## src/apdc_pkg.sv

```systemverilog
// Package for the adaptive playout delay controller: field widths, operation
// codes, register indexes, register reset values and the divide-by-1000 constants.
// No dependencies.
`timescale 1ns / 1ps

package apdc_pkg;

  localparam int unsigned TIME_W  = 48;
  localparam int unsigned MS_W    = 16;
  localparam int unsigned CFG_IDX_W = 3;

  typedef logic [TIME_W-1:0]    time_us_t;
  typedef logic [MS_W-1:0]      ms_t;
  typedef logic [CFG_IDX_W-1:0] cfg_idx_t;

  // Operation codes carried on in_tuser.
  localparam logic OP_OBSERVE = 1'b0;
  localparam logic OP_RESTART = 1'b1;

  // Register indexes on the configuration port.
  localparam cfg_idx_t REG_DEFAULT_DELAY  = 3'd0;
  localparam cfg_idx_t REG_MIN_DELAY      = 3'd1;
  localparam cfg_idx_t REG_MAX_DELAY      = 3'd2;
  localparam cfg_idx_t REG_REQUESTED      = 3'd3;
  localparam cfg_idx_t REG_HOLD           = 3'd4;
  localparam cfg_idx_t REG_STEP           = 3'd5;
  localparam cfg_idx_t REG_STEP_INTERVAL  = 3'd6;
  localparam cfg_idx_t REG_DEFAULT_TICK   = 3'd7;

  // Register values after reset.
  localparam ms_t RST_DEFAULT_DELAY = 16'd100;
  localparam ms_t RST_MIN_DELAY     = 16'd50;
  localparam ms_t RST_MAX_DELAY     = 16'd500;
  localparam ms_t RST_REQUESTED     = 16'd100;
  localparam ms_t RST_HOLD          = 16'd1000;
  localparam ms_t RST_STEP          = 16'd5;
  localparam ms_t RST_STEP_INTERVAL = 16'd100;
  localparam ms_t RST_DEFAULT_TICK  = 16'd33;
  // Effective default of the reset register values.
  localparam ms_t RST_CUR_DELAY     = 16'd100;

  // Lag values at or above 2^LAG_W us always saturate the needed delay.
  localparam int unsigned LAG_W      = 26;
  localparam int unsigned LAG_X_W    = LAG_W + 1;
  localparam int unsigned US_PER_MS  = 1000;
  localparam int unsigned CEIL_ADD   = US_PER_MS - 1;
  // floor(x / 1000) = (x * RECIP) >> RECIP_SHIFT for x < 2^27.
  localparam int unsigned RECIP_W     = 27;
  localparam int unsigned RECIP_SHIFT = 36;
  localparam logic [RECIP_W-1:0] RECIP = 27'd68719477;
  localparam int unsigned LAG_MS_W   = 17;
  localparam int unsigned HOLD_US_W  = 26;

endpackage

```

## src/adaptive_playout_delay_controller.sv

```systemverilog
// Adaptive playout delay controller: one result beat per input beat.
// An accepted input beat passes the input register and then the result register.
// Throughput: one beat per cycle; an input register, loaded on in_tready, and a
// result register, loaded on advance, keep the pipe moving while out_tready is high.
// Reset (rst_n low, synchronous) restores register defaults, sets the delay
// to 100 ms, clears the pending decrease and the timer, and empties the pipe.
// Depends on apdc_pkg.
`timescale 1ns / 1ps

module adaptive_playout_delay_controller (
  input  logic         clk,
  input  logic         rst_n,
  // Input stream.
  input  logic         in_tvalid,
  output logic         in_tready,
  input  logic [111:0] in_tdata,  // [47:0] arrival_us, [95:48] sample_us, [111:96] tick_ms
  input  logic         in_tuser,  // [0] op: 0 observe, 1 restart
  // Result stream.
  output logic         out_tvalid,
  input  logic         out_tready,
  output logic [15:0]  out_tdata, // [15:0] delay_ms
  output logic         out_tuser, // [0] decrease_pending
  // Configuration write channel.
  input  logic         cfg_valid,
  output logic         cfg_ready,
  input  logic [2:0]   cfg_index,
  input  logic [15:0]  cfg_data
);

  // Configuration registers.
  apdc_pkg::ms_t default_delay_r, min_delay_r, max_delay_r, requested_r;
  apdc_pkg::ms_t hold_r, step_r, step_interval_r, default_tick_r;

  // Input register stage.
  logic               s1_valid_r;
  logic               s1_op_r;
  apdc_pkg::time_us_t s1_arrival_r, s1_sample_r;
  apdc_pkg::ms_t      s1_tick_r;

  // Controller state.
  apdc_pkg::ms_t      cur_delay_r, cur_delay_nxt;
  logic               dec_sched_r, dec_sched_nxt;
  apdc_pkg::time_us_t next_dec_r, next_dec_nxt;

  // Result register.
  logic               out_valid_r;
  apdc_pkg::ms_t      out_delay_r;
  logic               out_pend_r;

  // The pipe advances when the result register is empty or being drained.
  logic advance;
  assign advance    = !out_valid_r || out_tready;
  assign in_tready  = advance || !s1_valid_r;
  assign cfg_ready  = 1'b1;
  assign out_tvalid = out_valid_r;
  assign out_tdata  = out_delay_r;
  assign out_tuser  = out_pend_r;

  // Effective limits: the maximum is at least the minimum and the default
  // is clamped into [minimum, effective maximum].
  apdc_pkg::ms_t eff_max, eff_default, def_lo;
  assign eff_max     = (max_delay_r > min_delay_r) ? max_delay_r : min_delay_r;
  assign def_lo      = (default_delay_r < min_delay_r) ? min_delay_r : default_delay_r;
  assign eff_default = (def_lo > eff_max) ? eff_max : def_lo;

  // Needed delay. The lag is rounded up to whole milliseconds with a
  // reciprocal multiply; any lag of 2^26 us or more saturates anyway, so only
  // the low 26 bits ever go through the multiplier.
  apdc_pkg::ms_t                       tick_eff, need, target;
  logic                                arr_after;
  apdc_pkg::time_us_t                  diff;
  logic                                lag_big;
  logic [apdc_pkg::LAG_X_W-1:0]        lag_x;
  logic [apdc_pkg::LAG_X_W+apdc_pkg::RECIP_W-1:0] lag_prod;
  logic [apdc_pkg::LAG_MS_W-1:0]       lag_ms;
  logic [apdc_pkg::LAG_MS_W:0]         lag_sum;

  assign tick_eff  = (s1_tick_r == '0) ? default_tick_r : s1_tick_r;
  assign arr_after = s1_arrival_r > s1_sample_r;
  assign diff      = s1_arrival_r - s1_sample_r;
  assign lag_big   = |diff[apdc_pkg::TIME_W-1:apdc_pkg::LAG_W];
  assign lag_x     = {1'b0, diff[apdc_pkg::LAG_W-1:0]}
                     + apdc_pkg::LAG_X_W'(apdc_pkg::CEIL_ADD);
  assign lag_prod  = (apdc_pkg::LAG_X_W+apdc_pkg::RECIP_W)'(lag_x)
                     * (apdc_pkg::LAG_X_W+apdc_pkg::RECIP_W)'(apdc_pkg::RECIP);
  assign lag_ms    = lag_prod[apdc_pkg::RECIP_SHIFT +: apdc_pkg::LAG_MS_W];
  assign lag_sum   = {1'b0, lag_ms} + (apdc_pkg::LAG_MS_W+1)'(tick_eff);

  always_comb begin
    if (!arr_after) begin
      need = tick_eff;
    end else if (lag_big || (|lag_sum[apdc_pkg::LAG_MS_W:apdc_pkg::MS_W])) begin
      need = '1;
    end else begin
      need = lag_sum[apdc_pkg::MS_W-1:0];
    end
  end

  assign target = (requested_r > need) ? requested_r : need;

  // Timer deadlines; both wrap modulo 2^48.
  logic [apdc_pkg::HOLD_US_W-1:0] hold_us, interval_us;
  apdc_pkg::time_us_t             hold_deadline, step_deadline;
  assign hold_us       = apdc_pkg::HOLD_US_W'(hold_r)
                         * apdc_pkg::HOLD_US_W'(apdc_pkg::US_PER_MS);
  assign interval_us   = apdc_pkg::HOLD_US_W'(step_interval_r)
                         * apdc_pkg::HOLD_US_W'(apdc_pkg::US_PER_MS);
  assign hold_deadline = s1_arrival_r + apdc_pkg::TIME_W'(hold_us);
  assign step_deadline = s1_arrival_r + apdc_pkg::TIME_W'(interval_us);

  // Delay update. Restart loads the effective default; a higher or equal target is taken
  // at once, capped at the effective maximum; a lower one first arms the hold timer, then
  // steps down once per interval and lands on the target when a step would reach it.
  apdc_pkg::ms_t gap;
  assign gap = cur_delay_r - target;

  always_comb begin
    cur_delay_nxt = cur_delay_r;
    dec_sched_nxt = dec_sched_r;
    next_dec_nxt  = next_dec_r;
    if (s1_op_r == apdc_pkg::OP_RESTART) begin
      cur_delay_nxt = eff_default;
      dec_sched_nxt = 1'b0;
    end else if (target >= cur_delay_r) begin
      cur_delay_nxt = (target < eff_max) ? target : eff_max;
      dec_sched_nxt = 1'b0;
    end else if (!dec_sched_r) begin
      next_dec_nxt  = hold_deadline;
      dec_sched_nxt = 1'b1;
    end else if (s1_arrival_r >= next_dec_r) begin
      if (step_r >= gap) begin
        cur_delay_nxt = target;
        dec_sched_nxt = 1'b0;
      end else begin
        cur_delay_nxt = cur_delay_r - step_r;
        next_dec_nxt  = step_deadline;
      end
    end
  end

  always_ff @(posedge clk) begin
    if (!rst_n) begin
      default_delay_r <= apdc_pkg::RST_DEFAULT_DELAY;
      min_delay_r     <= apdc_pkg::RST_MIN_DELAY;
      max_delay_r     <= apdc_pkg::RST_MAX_DELAY;
      requested_r     <= apdc_pkg::RST_REQUESTED;
      hold_r          <= apdc_pkg::RST_HOLD;
      step_r          <= apdc_pkg::RST_STEP;
      step_interval_r <= apdc_pkg::RST_STEP_INTERVAL;
      default_tick_r  <= apdc_pkg::RST_DEFAULT_TICK;
    end else if (cfg_valid && cfg_ready) begin
      unique case (cfg_index)
        apdc_pkg::REG_DEFAULT_DELAY: default_delay_r <= cfg_data;
        apdc_pkg::REG_MIN_DELAY:     min_delay_r     <= cfg_data;
        apdc_pkg::REG_MAX_DELAY:     max_delay_r     <= cfg_data;
        apdc_pkg::REG_REQUESTED:     requested_r     <= cfg_data;
        apdc_pkg::REG_HOLD:          hold_r          <= cfg_data;
        apdc_pkg::REG_STEP:          step_r          <= cfg_data;
        apdc_pkg::REG_STEP_INTERVAL: step_interval_r <= cfg_data;
        apdc_pkg::REG_DEFAULT_TICK:  default_tick_r  <= cfg_data;
      endcase
    end
  end

  // Input register: loads whenever a beat is accepted.
  always_ff @(posedge clk) begin
    if (!rst_n) begin
      s1_valid_r <= 1'b0;
    end else if (in_tready) begin
      s1_valid_r <= in_tvalid;
    end
  end

  always_ff @(posedge clk) begin
    if (in_tvalid && in_tready) begin
      s1_op_r      <= in_tuser;
      s1_arrival_r <= in_tdata[47:0];
      s1_sample_r  <= in_tdata[95:48];
      s1_tick_r    <= in_tdata[111:96];
    end
  end

  // State and result register: updated when the staged beat moves on.
  always_ff @(posedge clk) begin
    if (!rst_n) begin
      cur_delay_r <= apdc_pkg::RST_CUR_DELAY;
      dec_sched_r <= 1'b0;
      next_dec_r  <= '0;
      out_valid_r <= 1'b0;
    end else if (advance) begin
      out_valid_r <= s1_valid_r;
      if (s1_valid_r) begin
        cur_delay_r <= cur_delay_nxt;
        dec_sched_r <= dec_sched_nxt;
        next_dec_r  <= next_dec_nxt;
      end
    end
  end

  always_ff @(posedge clk) begin
    if (advance && s1_valid_r) begin
      out_delay_r <= cur_delay_nxt;
      out_pend_r  <= dec_sched_nxt;
    end
  end

endmodule

```

## config.mk

```make
export PLATFORM = sky130hd
export DESIGN_NAME = adaptive_playout_delay_controller
export DESIGN_NICKNAME = d
export VERILOG_FILES = /design/src/apdc_pkg.sv /design/src/adaptive_playout_delay_controller.sv
export SDC_FILE = /design/constraint.sdc
export NUM_CORES = 2
export LEC_CHECK = 0
export BUFFER_PORTS_ARGS = -buffer_cell sky130_fd_sc_hd__buf_4
export CORE_ASPECT_RATIO = 1.25
export CORE_MARGIN = 2
export CORE_UTILIZATION = 35
export CTS_BUF_LIST = sky130_fd_sc_hd__clkbuf_4 sky130_fd_sc_hd__clkbuf_8
export CTS_CLUSTER_DIAMETER = 60
export DETAILED_ROUTE_END_ITERATION = 8
export SYNTH_ARGS = -nofsm -noshare
export SYNTH_HDL_FRONTEND = slang
export SYNTH_SLANG_ARGS = --single-unit
```

## constraint.sdc

```tcl
create_clock -name clk -period 39.6 [get_ports clk]
set_clock_uncertainty 0.15 [all_clocks]
set_input_delay 1.98 -clock clk [delete_from_list [all_inputs] [get_ports clk]]
set_output_delay 1.98 -clock clk [all_outputs]
set_load 0.005 [all_outputs]
```

-- After elaboration in Yosys (flattened, before gate mapping)
Index checks and enable logic that the tools add are counted.
- add/subtract/negate cells: 7
- reduce and logical (&&, ||, !) cells: 21
- multipliers: 3
- $lt $le $gt $ge: 9
- multiplexer cells: 21
- bitwise logic cells: 2
- equal/unequal tests: 9
- operator list (kind ; number):
    16-bit two-way mux ; 13
    48-bit two-way mux ; 3
    48-bit by 26-bit adder with 48-bit output ; 2
    27-bit by 27-bit multiplier with 53-bit output (second input constant) ; 1
    48-bit greater-or-equal comparator ; 1
    16-bit > comparator ; 3
    48-bit > comparator ; 1
    48-bit subtractor ; 1
    16-bit by 7-bit multiplier with 23-bit output (second input constant) ; 2
    16-bit greater-or-equal comparator ; 2
    16-bit < comparator ; 2
    16-bit subtractor ; 2
    26-bit by 10-bit adder with 27-bit output (second input constant) ; 1
    22-bit OR reduction ; 1
    17-bit by 16-bit adder with 18-bit output ; 1
    2-bit AND reduction ; 9
    16-bit logical NOT ; 1
    3-bit equality test (second input constant) ; 4
    3-bit by 2-bit equality test with 1-bit output (second input constant) ; 2
    6-bit AND reduction ; 1
    1-bit two-way mux ; 5
    3-bit by 1-bit equality test with 1-bit output (second input constant) ; 1
    3-bit logical NOT ; 1
    1-bit logical OR ; 3
    other kinds (6) ; 9
- input port bits: 137
- register bits: 325
- logic and storage cells: 91

-- Depth between registers and ports, before layout
- depth after elaboration: 17
- depth in mapped cells: 92

-- Least setup slack after synthesis
No wires, ideal clock.
- path type: register to register
- start: register s1_sample_r[0]
- end: register out_delay_r[3] (netlist: out_tdata[3]) (data pin)
- library setup time: 282 ps
- buffers on the path: 4
- cell stages (with the launch flop): 84
- data required time: 39168 ps
- arrival time: 18133 ps
- setup slack: 21035 ps
- period minus slack after synthesis: 18565 ps
- cells stage by stage: edfxtp_1 -> ha_1 -> fa_1 -> and2b_1 -> o221ai_2 -> a21oi_1 -> nor2_1 -> a311oi_2 -> nand4b_1 -> or2_2 -> nor4_1 -> nand2_1 -> xor2_1 -> inv_1 -> ha_1 -> inv_1 -> fa_1 -> inv_1 -> [48 not listed] -> o21ai_0 -> maj3_1 -> maj3_1 -> xor2_1 -> ha_1 -> a21o_1 -> a21o_1 -> a21o_1 -> a21o_1 -> a211oi_1 -> o21bai_1 -> a31oi_1 -> o21ai_1 -> clkbuf_1 -> a21oi_1 -> nor2_1 -> a2111oi_0 -> nor3_1
- cells in the longest elaborated chain, start to end: 17
- RTL lines (item ; line ; RTL):
    from (decl) ; adaptive_playout_delay_controller.sv:37 ; apdc_pkg::time_us_t s1_arrival_r, s1_sample_r;
    from (signal assigned) ; adaptive_playout_delay_controller.sv:178 ; s1_sample_r <= in_tdata[95:48];
    48-bit subtractor ; adaptive_playout_delay_controller.sv:80 ; assign diff = s1_arrival_r - s1_sample_r;
    26-bit by 10-bit adder with 27-bit output ; adaptive_playout_delay_controller.sv:83 ; + apdc_pkg::LAG_X_W'(apdc_pkg::CEIL_ADD);
    27-bit by 27-bit multiplier with 53-bit output ; adaptive_playout_delay_controller.sv:85 ; * (apdc_pkg::LAG_X_W+apdc_pkg::RECIP_W)'(apdc_pkg::RECIP);
    17-bit by 16-bit adder with 18-bit output ; adaptive_playout_delay_controller.sv:87 ; assign lag_sum = {1'b0, lag_ms} + (apdc_pkg::LAG_MS_W+1)'(tick_eff);
    2-bit OR reduction ; adaptive_playout_delay_controller.sv:92 ; end else if (lag_big || (|lag_sum[apdc_pkg::LAG_MS_W:apdc_pkg::MS_W])) begin
    1-bit logical OR ; adaptive_playout_delay_controller.sv:92 ;
    16-bit two-way mux ; adaptive_playout_delay_controller.sv:92 ;
    16-bit two-way mux * ; adaptive_playout_delay_controller.sv:90 ; if (!arr_after) begin
    [2 not listed] ; -- ;
    16-bit subtractor ; adaptive_playout_delay_controller.sv:115 ; assign gap = cur_delay_r - target;
    16-bit greater-or-equal comparator ; adaptive_playout_delay_controller.sv:131 ; if (step_r >= gap) begin
    16-bit two-way mux ; adaptive_playout_delay_controller.sv:131 ;
    16-bit two-way mux ; adaptive_playout_delay_controller.sv:130 ; end else if (s1_arrival_r >= next_dec_r) begin
    16-bit two-way mux ; adaptive_playout_delay_controller.sv:127 ; end else if (!dec_sched_r) begin
    16-bit two-way mux * ; adaptive_playout_delay_controller.sv:124 ; end else if (target >= cur_delay_r) begin
    16-bit two-way mux * ; adaptive_playout_delay_controller.sv:121 ; if (s1_op_r == apdc_pkg::OP_RESTART) begin
    named net cur_delay_nxt[3] ; adaptive_playout_delay_controller.sv:41 ; apdc_pkg::ms_t cur_delay_r, cur_delay_nxt;
    to (signal assigned) ; adaptive_playout_delay_controller.sv:202 ; out_delay_r <= cur_delay_nxt;
    to (decl) ; adaptive_playout_delay_controller.sv:47 ; apdc_pkg::ms_t out_delay_r;
Mark *: on every way through the listed nets, which the timed path passes. The rest lies on a longest branch.
A chain may end at the register's enable or synchronous reset.

-- Worst setup path after layout
- start: register s1_arrival_r[19]
- end: register next_dec_r[5]
- cells in the longest elaborated chain, start to end: 14
- RTL lines (item ; line ; RTL):
    from (decl) ; adaptive_playout_delay_controller.sv:37 ;
    from (signal assigned) ; adaptive_playout_delay_controller.sv:177 ; s1_arrival_r <= in_tdata[47:0];
    48-bit subtractor ; adaptive_playout_delay_controller.sv:80 ;
    26-bit by 10-bit adder with 27-bit output ; adaptive_playout_delay_controller.sv:83 ;
    27-bit by 27-bit multiplier with 53-bit output ; adaptive_playout_delay_controller.sv:85 ;
    17-bit by 16-bit adder with 18-bit output ; adaptive_playout_delay_controller.sv:87 ;
    2-bit OR reduction ; adaptive_playout_delay_controller.sv:92 ;
    1-bit logical OR ; adaptive_playout_delay_controller.sv:92 ;
    16-bit two-way mux ; adaptive_playout_delay_controller.sv:92 ;
    16-bit two-way mux ; adaptive_playout_delay_controller.sv:90 ;
    16-bit > comparator ; adaptive_playout_delay_controller.sv:99 ; assign target = (requested_r > need) ? requested_r : need;
    16-bit two-way mux ; adaptive_playout_delay_controller.sv:99 ;
    16-bit subtractor ; adaptive_playout_delay_controller.sv:115 ;
    16-bit greater-or-equal comparator ; adaptive_playout_delay_controller.sv:131 ;
    2-bit != test (no line) ; -- ;
    6-bit AND reduction (no line) * ; -- ;
    to (signal assigned) ; adaptive_playout_delay_controller.sv:195 ; next_dec_r <= next_dec_nxt;
    to (decl) ; adaptive_playout_delay_controller.sv:43 ; apdc_pkg::time_us_t next_dec_r, next_dec_nxt;
Every way passes the cells marked *; elsewhere a longest branch is shown, timed or not.

==> reports/metrics.cfg <==
[outcome]
outcome = completed

[cts]
insertion_delay_ns = 0.71
post_cts_buffers = 0
clkSlewWorstSetupHoldPaths_ns = 0.07
h-tree-depth = 2
clockBufferDepth = 3
cts_hold_buf = 0
cts_made_buffers = 57
cts_tree = done
cts_resized = 0
cts_root_buf = clkbuf_8
clkSinkCount = 325

[setup_path]
startpoint = s1_arrival_r[19]
critPathSlowestCell = mux2i_1
cp_max_fo = 47
cp-end-kind = flop
crit_type = flop to flop
cpPeakStageDelay_ns = 1.06
critPathRequiredTime_ns = 40.07
crit_top_cell = ha_1
cp-start-kind = flop
timing.rr.start = s1_arrival_r[19]
arrival_ns = 22.44

[timing]
fmaxAchievable_mhz = 45.51
fin_ws_ns = 17.63
timing.hold.ws_ns = 0.3046
post-route-min-period_ns = 21.97
period_share = 0.5549
fin_tns_setup_ns = 0
hold_viol = 0
tightest_slew_ns = 1.246
rsz0062_at_grt = no
slew_viol_final = 0
max-slew-margin-rel = 0.1585
setup_viol = 0

[yosys]
synth_flop_cell = dfxtp_1
synth_seq_cells = 325
syn_area_per_cell_um2 = 8.925
yosys-top-cells-area = ha_1, fa_1, dfxtp_1
synth_cell_type_count = 106
synth_top_area_cell = ha_1
synthesis.nets = 5545
syn_inst = 4433
synth_edf_count = 130
ys_warn_count = 0
synth_top_area_frac = 0.2021
synth_most_common_cell = inv_1
async_flop_share = 0
ys_top_cells_by_count = inv_1, ha_1, nand2_1
yosysSeqAreaShare = 0.1973
synth_area_mm2 = 0.03956

[min_path]
min_from = max_delay_r[0]
hp-class = flop to flop

[floorplan]
die_y_um = 379.9
start_util = 0.3535
fp.coreArea_mm2 = 0.1119
die-area_mm2 = 0.1158
dieWidth_um = 304.7
ios = 157
rows = 137

[placement]
gp_congestion = 0.9445
io_buffer_count = 155
dp_hpwl_um = 96930
preCtsSetupSlack_ns = 18.14

[detailed_routing]
wirelength_um = 118900
drt-met1-wl_um = 51610
top_layer = met5
vias = 31550
wl_per_cell_um = 19.63
drtIter0Drc = 2128
dr.pass1.iters = 5
remaining_drc_errors = 0
antenna_left = 0
via_per_inst = 5.207
dr_wl_met3_um = 6061
dr_wl_met2_um = 55110

[global_routing]
antenna_found_initial = 4
grt_max_degree = 81
grt_pass1_vias = 32550
grt.overflow.total = 0
grt.total_usage = 0.2069
grt_pass1_wl_um = 188100

[run]
maxCapViolations = 0

[layout]
num-nets-final = 5662
syn_to_final_growth_pct = 9.867
fin_util = 0.3883
drive_above_1_share = 0.08393

## logic make-up (layout without fill, tap and decap cells)
family,after synthesis,count (layout),share of synthesized area
buffers and inverters,831,997,0.08172
AND/OR/NAND/NOR,1118,1118,0.1336
multiplexers,119,119,0.03093
AO/OA/AOI/OAI,897,897,0.1464
flip-flops,325,325,0.1973
XOR/XNOR,164,164,0.03707
adder cells (fa/ha/maj),978,978,0.3729
other,1,3,0.00009479
## final timing paths
path                            cells after the start              to  slack [ns]
worst max-delay path                               73   next_dec_r[5]       17.63
worst min-delay path                                2  max_delay_r[0]        0.30
worst max register to register                     73   next_dec_r[5]       17.63
worst min register to register                      2  max_delay_r[0]        0.30
## registers in the layout, indices dropped and copies added, names as in the netlist, 16 cells and up
name / cells
cur_delay_r: 16
min_delay_r: 16
step_interval_r: 16
max_delay_r: 16
default_tick_r: 16
s1_tick_r: 16
out_tdata: 16
requested_r: 16
step_r: 16
next_dec_r: 48
default_delay_r: 16
hold_r: 16
s1_arrival_r: 48
s1_sample_r: 48
## layout by cell type (no fill, tap or decap), types with 8 or more instances in the layout
master       n
nand2b_1    49
mux2_2      25
and2_1      23
clkbuf_4    14
clkbuf_8    59
a2111oi_0   14
xnor2_1    108
o41ai_1      8
o21ai_1     14
a21boi_0    26
nor2b_1     42
xor2_1      52
inv_1      692
or2_2       10
o31ai_1     13
nor4_1      18
ha_1       639
o21a_1      51
or3_1       24
and3_1      23
a211oi_1    30
o211ai_1    27
clkinv_2    10
clkinv_1    14
nand4_1     63
nor3_1      59
nand2_1    496
nand3_1     75
edfxtp_1   130
mux2i_1     93
nor2_1     183
o21bai_1    16
fa_1       336
a21o_1     104
a21oi_1    312
dfxtp_1    194
a31oi_1     20
o21ai_0    154
buf_4      195
## metrics by stage
step | instances | instance area, um2
floorplan | 4433 | 39560
global placement | 5950 | 42280
detailed placement | 5950 | 42280
CTS | 6058 | 43460
global route | 6059 | 43460
finish | 6060 | 43470
## final cells by class
type	instances	area, um2
Sequential cell	325	7809
Fill cell	11260	68470
Timing Repair Buffer	195	1464
Tap cell	1459	1826
Inverter	694	2608
Clock inverter	35	267.8
Multi-Input combinational cell	3277	28570
Clock buffer	73	917.1
Antenna cell	2	5.005
## worst max-delay path: cells and delay by family, from the launching register on
family                   cells  cell delay [ns]
AO/OA/AOI/OAI               28             6.98
XOR/XNOR                     4             1.23
adder cells (fa/ha/maj)     12             4.85
buffers and inverters        7             1.47
flip-flops                   1             0.47
multiplexers                 3             2.07
AND/OR/NAND/NOR             19             4.48
## routing by layer
layer,track usage,vias to the layer above
met5,0,-
met4,0.09681,6
met3,0.02543,197
met2,0.3462,805
met1,0.2651,15180
li1,-,15370
Power is not shown: default switching activity piles up to over one toggle a cycle in this logic, so the estimate is an artifact.
